<file path="src/slot_allocator_with_reuse_delay_macros.svh">
// Assertion macros used by the slot allocator request sequencer.
`ifndef SLOT_ALLOCATOR_WITH_REUSE_DELAY_MACROS_SVH
`define SLOT_ALLOCATOR_WITH_REUSE_DELAY_MACROS_SVH

// Same-cycle implication, disabled while in reset.
`define SARD_ASSERT_IMPL(label, clk, rst, ante, cons, msg) \
   label: assert property (@(posedge clk) disable iff (rst) (ante) |-> (cons)) \
      else $error(msg);

// Next-cycle implication, disabled while in reset.
`define SARD_ASSERT_NEXT(label, clk, rst, ante, cons, msg) \
   label: assert property (@(posedge clk) disable iff (rst) (ante) |=> (cons)) \
      else $error(msg);

`endif

</file>
<file path="src/sard_pkg.sv">
// Shared types and constants for the slot allocator.
package sard_pkg;

   localparam int MAX_SLOTS_DEF = 1024;

   localparam int SLOT_W     = 10;
   localparam int TICK_W     = 32;
   localparam int HW_OUT_W   = 11;
   localparam int STATUS_W   = 2;
   localparam int CSR_IDX_W  = 2;
   localparam int CSR_DATA_W = 32;

   // request kinds
   localparam logic REQ_ALLOC = 1'b0;
   localparam logic REQ_FREE  = 1'b1;

   // result status codes
   localparam logic [STATUS_W-1:0] STATUS_OK        = 2'd0;
   localparam logic [STATUS_W-1:0] STATUS_FULL      = 2'd1;
   localparam logic [STATUS_W-1:0] STATUS_BAD_INDEX = 2'd2;

   // register indexes
   localparam logic [CSR_IDX_W-1:0] CSR_FIRST_INDEX    = 2'd0;
   localparam logic [CSR_IDX_W-1:0] CSR_STARTUP_WINDOW = 2'd1;
   localparam logic [CSR_IDX_W-1:0] CSR_REUSE_DELAY    = 2'd2;

   // register reset values
   localparam logic [SLOT_W-1:0] FIRST_INDEX_RST    = 10'd1;
   localparam logic [TICK_W-1:0] STARTUP_WINDOW_RST = 32'd2000;
   localparam logic [TICK_W-1:0] REUSE_DELAY_RST    = 32'd500;

   typedef struct packed {
      logic [SLOT_W-1:0] first_index;
      logic [TICK_W-1:0] startup_window;
      logic [TICK_W-1:0] reuse_delay;
   } cfg_type;

   typedef struct packed {
      logic              free_mark;
      logic [TICK_W-1:0] freed_at;
   } slot_entry_type;

   typedef struct packed {
      logic [STATUS_W-1:0] status;
      logic [SLOT_W-1:0]   slot_index;
      logic                reused;
      logic [HW_OUT_W-1:0] high_water_out;
   } result_type;

endpackage

</file>
<file path="src/sard_ctrl.sv">
// Request sequencer: clearing sweep, free, first-fit scan and append.
`include "slot_allocator_with_reuse_delay_macros.svh"

module sard_ctrl import sard_pkg::*; #(
   parameter int MAX_SLOTS = MAX_SLOTS_DEF,
   localparam int IDX_W = $clog2(MAX_SLOTS),
   localparam int HW_W  = $clog2(MAX_SLOTS + 1)
) (
   input  logic              clock,
   input  logic              reset,
   input  cfg_type           cfg,
   input  logic              req_valid,
   output logic              req_stall,
   input  logic              req_type,
   input  logic [TICK_W-1:0] req_now_ticks,
   input  logic [SLOT_W-1:0] req_slot_to_free,
   output logic              res_valid,
   output result_type        res,
   input  logic              res_take,
   output logic              mem_rd_en,
   output logic [IDX_W-1:0]  mem_rd_addr,
   input  slot_entry_type    mem_rd_data,
   output logic              mem_wr_en,
   output logic [IDX_W-1:0]  mem_wr_addr,
   output slot_entry_type    mem_wr_data
);

   localparam int TGT_W = (HW_W > SLOT_W) ? HW_W : SLOT_W;

   typedef enum logic [5:0] {
      ST_CLEAR  = 6'b000001,
      ST_IDLE   = 6'b000010,
      ST_EXEC   = 6'b000100,
      ST_SCAN   = 6'b001000,
      ST_APPEND = 6'b010000,
      ST_DONE   = 6'b100000
   } state_type;

   state_type         state_ff, state_in;
   logic [IDX_W-1:0]  clr_addr_ff, clr_addr_in;
   logic              op_ff, op_in;
   logic [TICK_W-1:0] now_ff, now_in;
   logic [SLOT_W-1:0] slot_ff, slot_in;
   logic [HW_W-1:0]   hw_ff, hw_in;
   logic [HW_W-1:0]   issue_addr_ff, issue_addr_in;
   logic              data_valid_ff, data_valid_in;
   logic [IDX_W-1:0]  data_addr_ff, data_addr_in;
   result_type        res_ff, res_in;

   logic [TGT_W-1:0]  first_ext, hw_ext, slot_ext, target;
   logic              table_full, issue_more, eligible;
   logic [TICK_W-1:0] age;

   assign first_ext  = TGT_W'(cfg.first_index);
   assign hw_ext     = TGT_W'(hw_ff);
   assign slot_ext   = TGT_W'(slot_ff);
   assign target     = (hw_ext > first_ext) ? hw_ext : first_ext;
   assign table_full = target >= TGT_W'(MAX_SLOTS);
   assign issue_more = issue_addr_ff < hw_ff;

   // wrapping age of the entry that came back from the table
   assign age      = now_ff - mem_rd_data.freed_at;
   assign eligible = mem_rd_data.free_mark &&
                     ((mem_rd_data.freed_at < cfg.startup_window) ||
                      (age > cfg.reuse_delay));

   assign req_stall = (state_ff != ST_IDLE);
   assign res_valid = (state_ff == ST_DONE);
   assign res       = res_ff;

   always_comb begin
      state_in      = state_ff;
      clr_addr_in   = clr_addr_ff;
      op_in         = op_ff;
      now_in        = now_ff;
      slot_in       = slot_ff;
      hw_in         = hw_ff;
      issue_addr_in = issue_addr_ff;
      data_valid_in = 1'b0;
      data_addr_in  = data_addr_ff;
      res_in        = res_ff;
      mem_rd_en     = 1'b0;
      mem_rd_addr   = issue_addr_ff[IDX_W-1:0];
      mem_wr_en     = 1'b0;
      mem_wr_addr   = clr_addr_ff;
      mem_wr_data   = '0;

      unique case (state_ff)
         ST_CLEAR: begin
            mem_wr_en   = 1'b1;
            clr_addr_in = clr_addr_ff + IDX_W'(1);
            if (clr_addr_ff == IDX_W'(MAX_SLOTS - 1)) begin
               state_in = ST_IDLE;
            end
         end
         ST_IDLE: begin
            if (req_valid) begin
               op_in    = req_type;
               now_in   = req_now_ticks;
               slot_in  = req_slot_to_free;
               state_in = ST_EXEC;
            end
         end
         ST_EXEC: begin
            if (op_ff == REQ_FREE) begin
               res_in.slot_index     = slot_ff;
               res_in.reused         = 1'b0;
               res_in.high_water_out = HW_OUT_W'(hw_ff);
               if (slot_ext >= hw_ext) begin
                  res_in.status = STATUS_BAD_INDEX;
               end else begin
                  res_in.status         = STATUS_OK;
                  mem_wr_en             = 1'b1;
                  mem_wr_addr           = IDX_W'(slot_ff);
                  mem_wr_data.free_mark = 1'b1;
                  mem_wr_data.freed_at  = now_ff;
               end
               state_in = ST_DONE;
            end else if (first_ext < hw_ext) begin
               mem_rd_en     = 1'b1;
               mem_rd_addr   = IDX_W'(cfg.first_index);
               data_valid_in = 1'b1;
               data_addr_in  = IDX_W'(cfg.first_index);
               issue_addr_in = HW_W'(cfg.first_index) + HW_W'(1);
               state_in      = ST_SCAN;
            end else begin
               state_in = ST_APPEND;
            end
         end
         ST_SCAN: begin
            if (issue_more) begin
               mem_rd_en     = 1'b1;
               data_valid_in = 1'b1;
               data_addr_in  = issue_addr_ff[IDX_W-1:0];
               issue_addr_in = issue_addr_ff + HW_W'(1);
            end
            if (data_valid_ff) begin
               if (eligible) begin
                  mem_wr_en             = 1'b1;
                  mem_wr_addr           = data_addr_ff;
                  mem_wr_data.free_mark = 1'b0;
                  mem_wr_data.freed_at  = mem_rd_data.freed_at;
                  res_in.status         = STATUS_OK;
                  res_in.slot_index     = SLOT_W'(data_addr_ff);
                  res_in.reused         = 1'b1;
                  res_in.high_water_out = HW_OUT_W'(hw_ff);
                  data_valid_in         = 1'b0;
                  state_in              = ST_DONE;
               end else if (!issue_more) begin
                  data_valid_in = 1'b0;
                  state_in      = ST_APPEND;
               end
            end
         end
         ST_APPEND: begin
            res_in.reused = 1'b0;
            if (table_full) begin
               res_in.status         = STATUS_FULL;
               res_in.slot_index     = '0;
               res_in.high_water_out = HW_OUT_W'(hw_ff);
            end else begin
               mem_wr_en             = 1'b1;
               mem_wr_addr           = target[IDX_W-1:0];
               mem_wr_data.free_mark = 1'b0;
               mem_wr_data.freed_at  = now_ff;
               hw_in                 = HW_W'(target + TGT_W'(1));
               res_in.status         = STATUS_OK;
               res_in.slot_index     = SLOT_W'(target);
               res_in.high_water_out = HW_OUT_W'(target + TGT_W'(1));
            end
            state_in = ST_DONE;
         end
         ST_DONE: begin
            if (res_take) begin
               state_in = ST_IDLE;
            end
         end
         default: begin
            state_in = ST_CLEAR;
         end
      endcase
   end

   always_ff @(posedge clock) begin
      if (reset) begin
         state_ff      <= ST_CLEAR;
         clr_addr_ff   <= '0;
         hw_ff         <= '0;
         data_valid_ff <= 1'b0;
      end else begin
         state_ff      <= state_in;
         clr_addr_ff   <= clr_addr_in;
         hw_ff         <= hw_in;
         data_valid_ff <= data_valid_in;
      end
   end

   always_ff @(posedge clock) begin
      op_ff         <= op_in;
      now_ff        <= now_in;
      slot_ff       <= slot_in;
      issue_addr_ff <= issue_addr_in;
      data_addr_ff  <= data_addr_in;
      res_ff        <= res_in;
   end

   `SARD_ASSERT_IMPL(a_hw_bound, clock, reset, 1'b1, hw_ff <= HW_W'(MAX_SLOTS), "high water past table size")
   `SARD_ASSERT_NEXT(a_hw_monotonic, clock, reset, 1'b1, hw_ff >= $past(hw_ff), "high water went down")
   `SARD_ASSERT_IMPL(a_scan_hit_clears, clock, reset, mem_wr_en && (state_ff == ST_SCAN), !mem_wr_data.free_mark, "reused slot left marked free")
   `SARD_ASSERT_NEXT(a_write_ends_request, clock, reset, mem_wr_en && (state_ff != ST_CLEAR), state_ff == ST_DONE, "table write outside request end")

endmodule

</file>
<file path="config.mk">
export PLATFORM = sky130hd
export DESIGN_NAME = sard_ctrl
export DESIGN_NICKNAME = d
export VERILOG_FILES = /design/src/sard_pkg.sv /design/src/sard_ctrl.sv
export VERILOG_INCLUDE_DIRS = /design/src /design/src/src
export SDC_FILE = /design/constraint.sdc
export NUM_CORES = 1
export LEC_CHECK = 0
export BUFFER_PORTS_ARGS = -buffer_cell sky130_fd_sc_hd__buf_4
export CORE_MARGIN = 2
export CORE_UTILIZATION = 55
export CTS_CLUSTER_DIAMETER = 30
export DETAILED_ROUTE_END_ITERATION = 6
export PLACE_DENSITY = 0.87
export SETUP_SLACK_MARGIN = 0.2
export SLEW_MARGIN = 10
export SYNTH_ARGS = -nofsm -noshare
export SYNTH_HDL_FRONTEND = slang
export SYNTH_SLANG_ARGS = --single-unit
</file>
<file path="constraint.sdc">
create_clock -name clock -period 7.75 [get_ports clock]
set_input_delay 0 -clock clock [delete_from_list [all_inputs] [get_ports clock]]
set_output_delay 0 -clock clock [all_outputs]
set_load 0.02 [all_outputs]
</file>
==> results.py, run 1 <==
metrics = {
    "clocking": {
        "cts-buffers-inserted": 17,
        "clkTransAtPathRegs_ns": 0.06,
        "cts_buffer_depth": 2,
        "cts_hold_buf": 52,
        "cts_tree": "yes",
        "cts-root-buf": "clkbuf_16",
        "cts_setup_buffers": 0,
        "clock_latency_ns": 0.43,
        "ctsResizeCount": 0,
        "htree_levels": 4,
        "clock-sinks": 116,
    },
    "routing": {
        "wl_mm": 31.9,
        "via_count": 9819,
        "drt_iter0_markers": 1041,
        "firstDrtPassIters": 6,
        "avgRoutedWirePerCell_um": 20.0,
        "post-route-drc-count": 0,
        "via_per_inst": 6.16,
        "ant_nets": 0,
    },
    "layout": {
        "final_net_count": 1638,
        "postLayoutCoreUtil": 0.736,
        "multi_input_area_um2": 5830,
        "fin_area_um2": 12700,
        "syn2layout_area_growth_pct": 31.2,
        "antennaDiodeCount": 0,
        "layout-drive-gt1-share": 0.220,
        "instances_no_fill": 1595,
        "seqCellArea_um2": 3200,
        "fillers": 1219,
    },
    "global_route": {
        "overflow": 0,
        "grt_pass1_vias": 9619,
        "groute.usage.overall": 0.338,
        "grt_pass1_wl_mm": 48.6,
        "grt_max_degree": 48,
        "antenna_found_initial": 0,
    },
    "sta": {
        "setup_viol_count_final": 0,
        "rsz0062_at_grt": "no",
        "hold_violations": 0,
        "fin_hold_ws_ns": 0.0446,
        "tightest_slew_ns": 1.23,
        "max_slew_margin": 0.174,
        "max_freq_ghz": 0.148,
        "finClkSkew_ns": 0.00990,
        "fin_setup_tns_ns": 0,
        "period_share": 0.869,
        "final_max_slew_viol_count": 0,
        "fin_crit_ns": 6.74,
    },
    "logic_synthesis": {
        "async_reset_ff_frac": 0,
        "synth_area_per_cell_um2": 8.91,
        "yosysTopAreaCellShare": 0.272,
        "yosysMostFrequentCell": "inv_1",
        "ys_seq_elements": 116,
        "netlist_top_cells_area": "edfxtp_1 (27%), ha_1 (16%), dfxtp_1 (5.8%)",
        "ys.warnings.count": 0,
        "synthesis.nets": 1370,
        "netlist_area_um2": 9710,
        "synth_top_flop_cell": "edfxtp_1",
        "synth_top_cell_by_area": "edfxtp_1",
        "synth_cell_types": 68,
        "netlist_instances": 1089,
        "ys_seq_area_frac": 0.330,
        "synth_common_cells": "inv_1 (130), ha_1 (126), edfxtp_1 (88)",
        "synth_edf_count": 88,
    },
    "worst_setup_path": {
        "arrival_ns": 6.86,
        "end_kind": "flop",
        "crit_path_max_fanout": 17,
        "path_buf_inv": 3,
        "path_cells": "inv_1, ha_1, inv_1, fa_1, a211oi_1, o21ai_0, a31oi_1, o21ai_0, a21oi_1, o211ai_1, a31oi_1, a21oi_1, xor2_1, ha_1, nand2_1, or3_4, nor4_4, a41o_1, or2_1, a21oi_1, nor3_2, buf_4",
        "timing.critical_path.mode_cell": "a21oi_1",
        "cpMaxStageDelayCell": "nor3_2",
        "worstRegToRegCells": 22,
        "critical_path_class": "flop to flop",
        "path_depth": 22,
        "crit_family": "compound AO/OA/AOI/OAI gates",
        "worstPathRequired_ns": 7.88,
        "cp-start-kind": "flop",
        "slowest_delay_ns": 0.95,
    },
    "power": {
        "power_density_nw_per_um2": 168,
        "peakVddDrop_uv": 168,
        "leakagePower_uw": 0.00591,
    },
    "hold_path": {
        "whs_path_depth": 3,
        "hp-class": "input pin to flop",
    },
    "die": {
        "io_pins": 235,
        "initial_core_util": 0.561,
        "die_width_um": 137,
        "dieArea_um2": 18700,
        "num_rows": 48,
        "core_area_um2": 17300,
        "die_h_um": 137,
    },
    "status": {
        "status": "finished clean",
    },
    "flow_run": {
        "maxCapViolations": 0,
    },
    "placement": {
        "port_buffers": 234,
        "dp_cells": 1511,
        "postPlaceCellArea_um2": 11600,
        "gp_congestion": 0.966,
        "dpl.hpwl_mm": 23.4,
    },
}
[layout by cell type, fill, tap and decap left out, types with 8 or more instances in the layout]
cell type      netlist  routed
a211oi_1            17      17
a21o_1              24      24
a21oi_1             73      73
a22o_1              32      32
a31oi_1             19      19
and3_1               8       8
buf_4                1     241
clkbuf_16            0      17
dfxtp_1             28      28
dlygate4sd3_1        0      52
edfxtp_1            88      88
ha_1               126     126
inv_1              130     130
mux2_2              14      14
mux2i_1             21      21
nand2_1             78      78
nand2b_1            13      13
nand3_1             37      37
nand4_1             22      22
nor2_1              68      67
nor2b_1             20      20
nor3_1              21      19
o21a_1              11      11
o21ai_0             49      48
o221ai_1             9       9
o32a_1               9       9
or3_1                9       9
xnor2_1             23      23
xor2_1              20      20
[worst paths after layout]
check,start,to,slack [ns]
worst min-delay path,cfg[72],data_addr_ff[8],0.04
worst max-delay path,now_ff[0],res[11],1.01
worst min register to register,clr_addr_ff[9],clr_addr_ff[9],0.54
worst max register to register,now_ff[0],res[11],1.01
[state kept, by name, indices dropped and copies added (netlist names)]
signal,flops
issue_addr_ff,11
hw_ext,11
data_addr_ff,10
data_valid_ff,1
now_ff,32
state_ff,6
slot_ff,10
res,24
op_ff,1
clr_addr_ff,10
[metal layers]
layer	vias to the layer above	GRT usage	part of all wire
met1	4579	0.394	0.37
met2	569	0.582	0.48
met3	128	0.0715	0.092
met5	-	0	0
li1	4543	-	-
met4	0	0.179	0.054
[per-stage QoR]
| step | power (uW) | setup WS, ns |
|---|---|---|
| 2_1_floorplan | 1100 | 1.17 |
| 3_3_place_gp | 1290 | 1.30 |
| 3_5_place_dp | 1310 | 1.13 |
| 4_1_cts | 2130 | 1.07 |
| 5_1_grt | 2230 | 0.508 |
| 6_report | 2140 | 1.01 |
[worst register-to-register path, stage by stage (launching register included)]
cell,delay [ns]
edfxtp_1,0.40
inv_1,0.08
ha_1,0.16
inv_1,0.06
fa_1,0.43
a211oi_1,0.31
o21ai_0,0.23
a31oi_1,0.38
o21ai_0,0.15
a21oi_1,0.35
o211ai_1,0.18
a31oi_1,0.27
a21oi_1,0.11
xor2_1,0.15
ha_1,0.27
nand2_1,0.07
or3_4,0.41
nor4_4,0.29
a41o_1,0.21
or2_1,0.45
a21oi_1,0.16
nor3_2,0.95
buf_4,0.37
[kinds of logic (layout without fill, tap and decap cells)]
logic type,Yosys count,count (layout),share of synthesized area
XOR/XNOR,43,43,0.0388
adder cells (fa/ha/maj),127,127,0.164
buffers and inverters,174,455,0.0715
multiplexers,35,35,0.0379
flip-flops,116,116,0.330
AND/OR/NAND/NOR,304,304,0.156
AO/OA/AOI/OAI,290,290,0.202
[where the power goes]
part	total [uW]	internal, uW	switching (uW)
registers	728	700	28.4
clock network	808	482	327
logic	605	278	327
total	2140	1460	682
[final cells by class]
class	count	share of cell area
repair buffers	293	0.183
inverters	130	0.0383
clock buffers	17	0.0334
well taps	225	0.0221
multi-input cells	799	0.458
flip-flops and latches	116	0.252
clock inverters	15	0.0136
Power figures use the tool's default switching activity.
==> run 2: changes to the inputs <==
--- a/config.mk
+++ b/config.mk
@@ -8,10 +8,10 @@
 export LEC_CHECK = 0
 export BUFFER_PORTS_ARGS = -buffer_cell sky130_fd_sc_hd__buf_4
 export CORE_MARGIN = 2
-export CORE_UTILIZATION = 55
+export CORE_UTILIZATION = 25
 export CTS_CLUSTER_DIAMETER = 30
 export DETAILED_ROUTE_END_ITERATION = 6
-export PLACE_DENSITY = 0.87
+export PLACE_DENSITY = 0.48
 export SETUP_SLACK_MARGIN = 0.2
 export SLEW_MARGIN = 10
 export SYNTH_ARGS = -nofsm -noshare
==> run 2 against run 1 <==
  * Setup slack improved by 0.15 ns
  * Sequential share of layout area decreased by 0.57 points
  * Critical path depth increased by 2
  * Global-route usage decreased by 17 points
  * Combinational power increased by 1%
  * Count of clock-buffer cells in the layout increased by 8
  * Non-clock buffer count decreased by 5
  * Total power decreased by 1.7%
  * Sequential power about the same
  * Clock power decreased by 5.4%
  * Maximum frequency increased by 2.3%
==> results.py, run 2 (same netlist as run 1, synthesis figures left out) <==
metrics = {
    "status": {
        "status": "finished clean",
    },
    "routing": {
        "avgRoutedWirePerCell_um": 18.4,
        "firstDrtPassIters": 4,
        "wl_met3_mm": 2.14,
        "wl_mm": 34.7,
        "drt-met1-wl_mm": 15.7,
        "drt_iter0_markers": 759,
        "via_count": 9064,
        "ant_nets": 0,
        "topRoutingLayerUsed": "met4",
        "post-route-drc-count": 0,
        "met2_length_mm": 16.3,
        "via_per_inst": 4.81,
    },
    "hold_path": {
        "hold_end": "res[2]",
        "hp-start": "cfg[66]",
        "whs_path_depth": 3,
        "hp-class": "input pin to flop",
    },
    "worst_setup_path": {
        "worstRegToRegCells": 22,
        "timing.rr.start": "now_ff[0]",
        "crit_path_max_fanout": 33,
        "critical_path_class": "flop to output pin",
        "worstPathRequired_ns": 7.75,
        "reg2reg_slack_ns": 1.64,
        "cp-start-kind": "flop",
        "end_kind": "output pin",
        "arrival_ns": 6.59,
        "reg2reg_to": "res[5]",
    },
    "sta": {
        "hold_violations": 0,
        "final_max_slew_viol_count": 0,
        "setup_viol_count_final": 0,
        "period_share": 0.850,
        "tightest_slew_ns": 1.10,
        "finClkSkew_ns": 0.00965,
        "rsz0062_at_grt": "no",
        "fin_setup_tns_ns": 0,
        "max_freq_ghz": 0.152,
        "fin_hold_ws_ns": 0.0215,
        "max_slew_margin": 0.262,
        "fin_crit_ns": 6.59,
    },
    "die": {
        "num_rows": 72,
        "die_h_um": 201,
        "dieArea_um2": 40400,
        "core_area_um2": 38500,
        "die_width_um": 201,
        "io_pins": 235,
        "initial_core_util": 0.252,
    },
    "clocking": {
        "cts-root-buf": "clkbuf_16",
        "ctsResizeCount": 0,
        "cts-buffers-inserted": 17,
        "htree_levels": 4,
        "cts_tree": "yes",
        "clkTransAtPathRegs_ns": 0.06,
        "cts_buffer_depth": 2,
        "clock-sinks": 116,
        "clock_latency_ns": 0.44,
    },
    "placement": {
        "dpl.hpwl_mm": 27.6,
        "port_buffers": 234,
        "dp_cells": 1803,
        "postPlaceCellArea_um2": 12000,
        "gp_congestion": 0.872,
    },
    "layout": {
        "largest_register_ffs": 32,
        "final_common_cell": "buf_4",
        "instances_no_fill": 1883,
        "antennaDiodeCount": 0,
        "fillers": 4031,
        "fin_area_um2": 13000,
        "syn2layout_area_growth_pct": 34.2,
        "regMostFlops": "now_ff",
        "final_cell_mix": "buf_4 (240), inv_1 (130), ha_1 (126)",
        "final_net_count": 1633,
        "layout-drive-gt1-share": 0.218,
    },
    "global_route": {
        "grt_pass1_wl_mm": 52.8,
        "antenna_found_initial": 1,
        "groute.usage.overall": 0.171,
        "grt_pass1_vias": 8892,
        "overflow": 0,
        "grt_max_degree": 48,
    },
    "power": {
        "peakVddDrop_uv": 153,
        "leakagePower_uw": 0.00588,
        "power_density_nw_per_um2": 162,
    },
    "flow_run": {
        "maxCapViolations": 0,
    },
}
-- run 2: changes by cell type in the layout (fill, tap and decap cells not counted), sizes merged --
cell and delta:
buf -1, bufinv -2, clkbuf +8, clkinv -2, dlygate4sd3 -4, inv -4
-- run 2: cell type report --
type | count | area, um2 | area share
clock inverter | 7 | 46.3 | 0.00355
clock buffer | 25 | 517 | 0.0397
multi-input combinational | 799 | 5840 | 0.449
inverter | 130 | 488 | 0.0375
tap | 518 | 648 | 0.0497
sequential | 116 | 3200 | 0.246
timing repair buffer | 288 | 2280 | 0.175
-- run 2: per-layer routing --
| metal | GRT usage | vias to the layer above |
|---|---|---|
| met5 | 0 | - |
| met4 | 0.0429 | 0 |
| met3 | 0.0404 | 30 |
| met2 | 0.286 | 300 |
| met1 | 0.221 | 4212 |
| li1 | - | 4522 |
-- run 2: repair_timing --
| action | in CTS | in global routing |
|---|---|---|
| hold endpoints to repair | 70 | 0 |
| setup buffers | 0 | 0 |
| hold buffers | 48 | 0 |
-- run 2: where the power goes --
part | switching [uW] | leakage, uW | internal, uW
logic | 335 | 0.00458 | 277
registers | 28.8 | 0.00102 | 700
clock network | 303 | 0.000275 | 461
-- run 2: critical path, cell delays in order, from the launching register on --
cell	delay (ns)
edfxtp_1	0.38
inv_1	0.07
ha_1	0.15
inv_1	0.05
fa_1	0.42
a211oi_1	0.29
o21ai_0	0.21
a31oi_1	0.37
o21ai_0	0.14
a21oi_1	0.35
o211ai_1	0.21
a31oi_1	0.25
a21oi_1	0.10
xor2_1	0.15
ha_1	0.27
nand2_1	0.06
or3_4	0.41
nor4_4	0.28
nand3_1	0.10
and3_1	0.20
a41o_1	0.22
or2_1	0.45
and3_4	0.42
or3_1	0.40
buf_4	0.16
-- run 2: per-stage QoR --
step,total power (uW),setup WS [ns],utilization
2_1_floorplan,1100,1.17,-
3_3_place_gp,1330,1.61,0.312
3_5_place_dp,1330,1.58,0.312
4_1_cts,2130,1.08,0.339
5_1_grt,2220,0.629,0.339
6_report,2100,1.16,0.339
-- run 2: worst max-delay path by stage --
stage | depth (start not counted) | startpoint | slack (ns) | endpoint
floorplan | 23 | now_ff[0] | 1.17 | res[0]
global placement | 24 | now_ff[0] | 1.61 | mem_wr_en
detailed placement | 24 | now_ff[0] | 1.58 | mem_wr_en
CTS | 24 | now_ff[0] | 1.08 | mem_wr_en
global route | 24 | now_ff[0] | 0.63 | mem_wr_en
finish | 24 | now_ff[0] | 1.16 | mem_wr_en
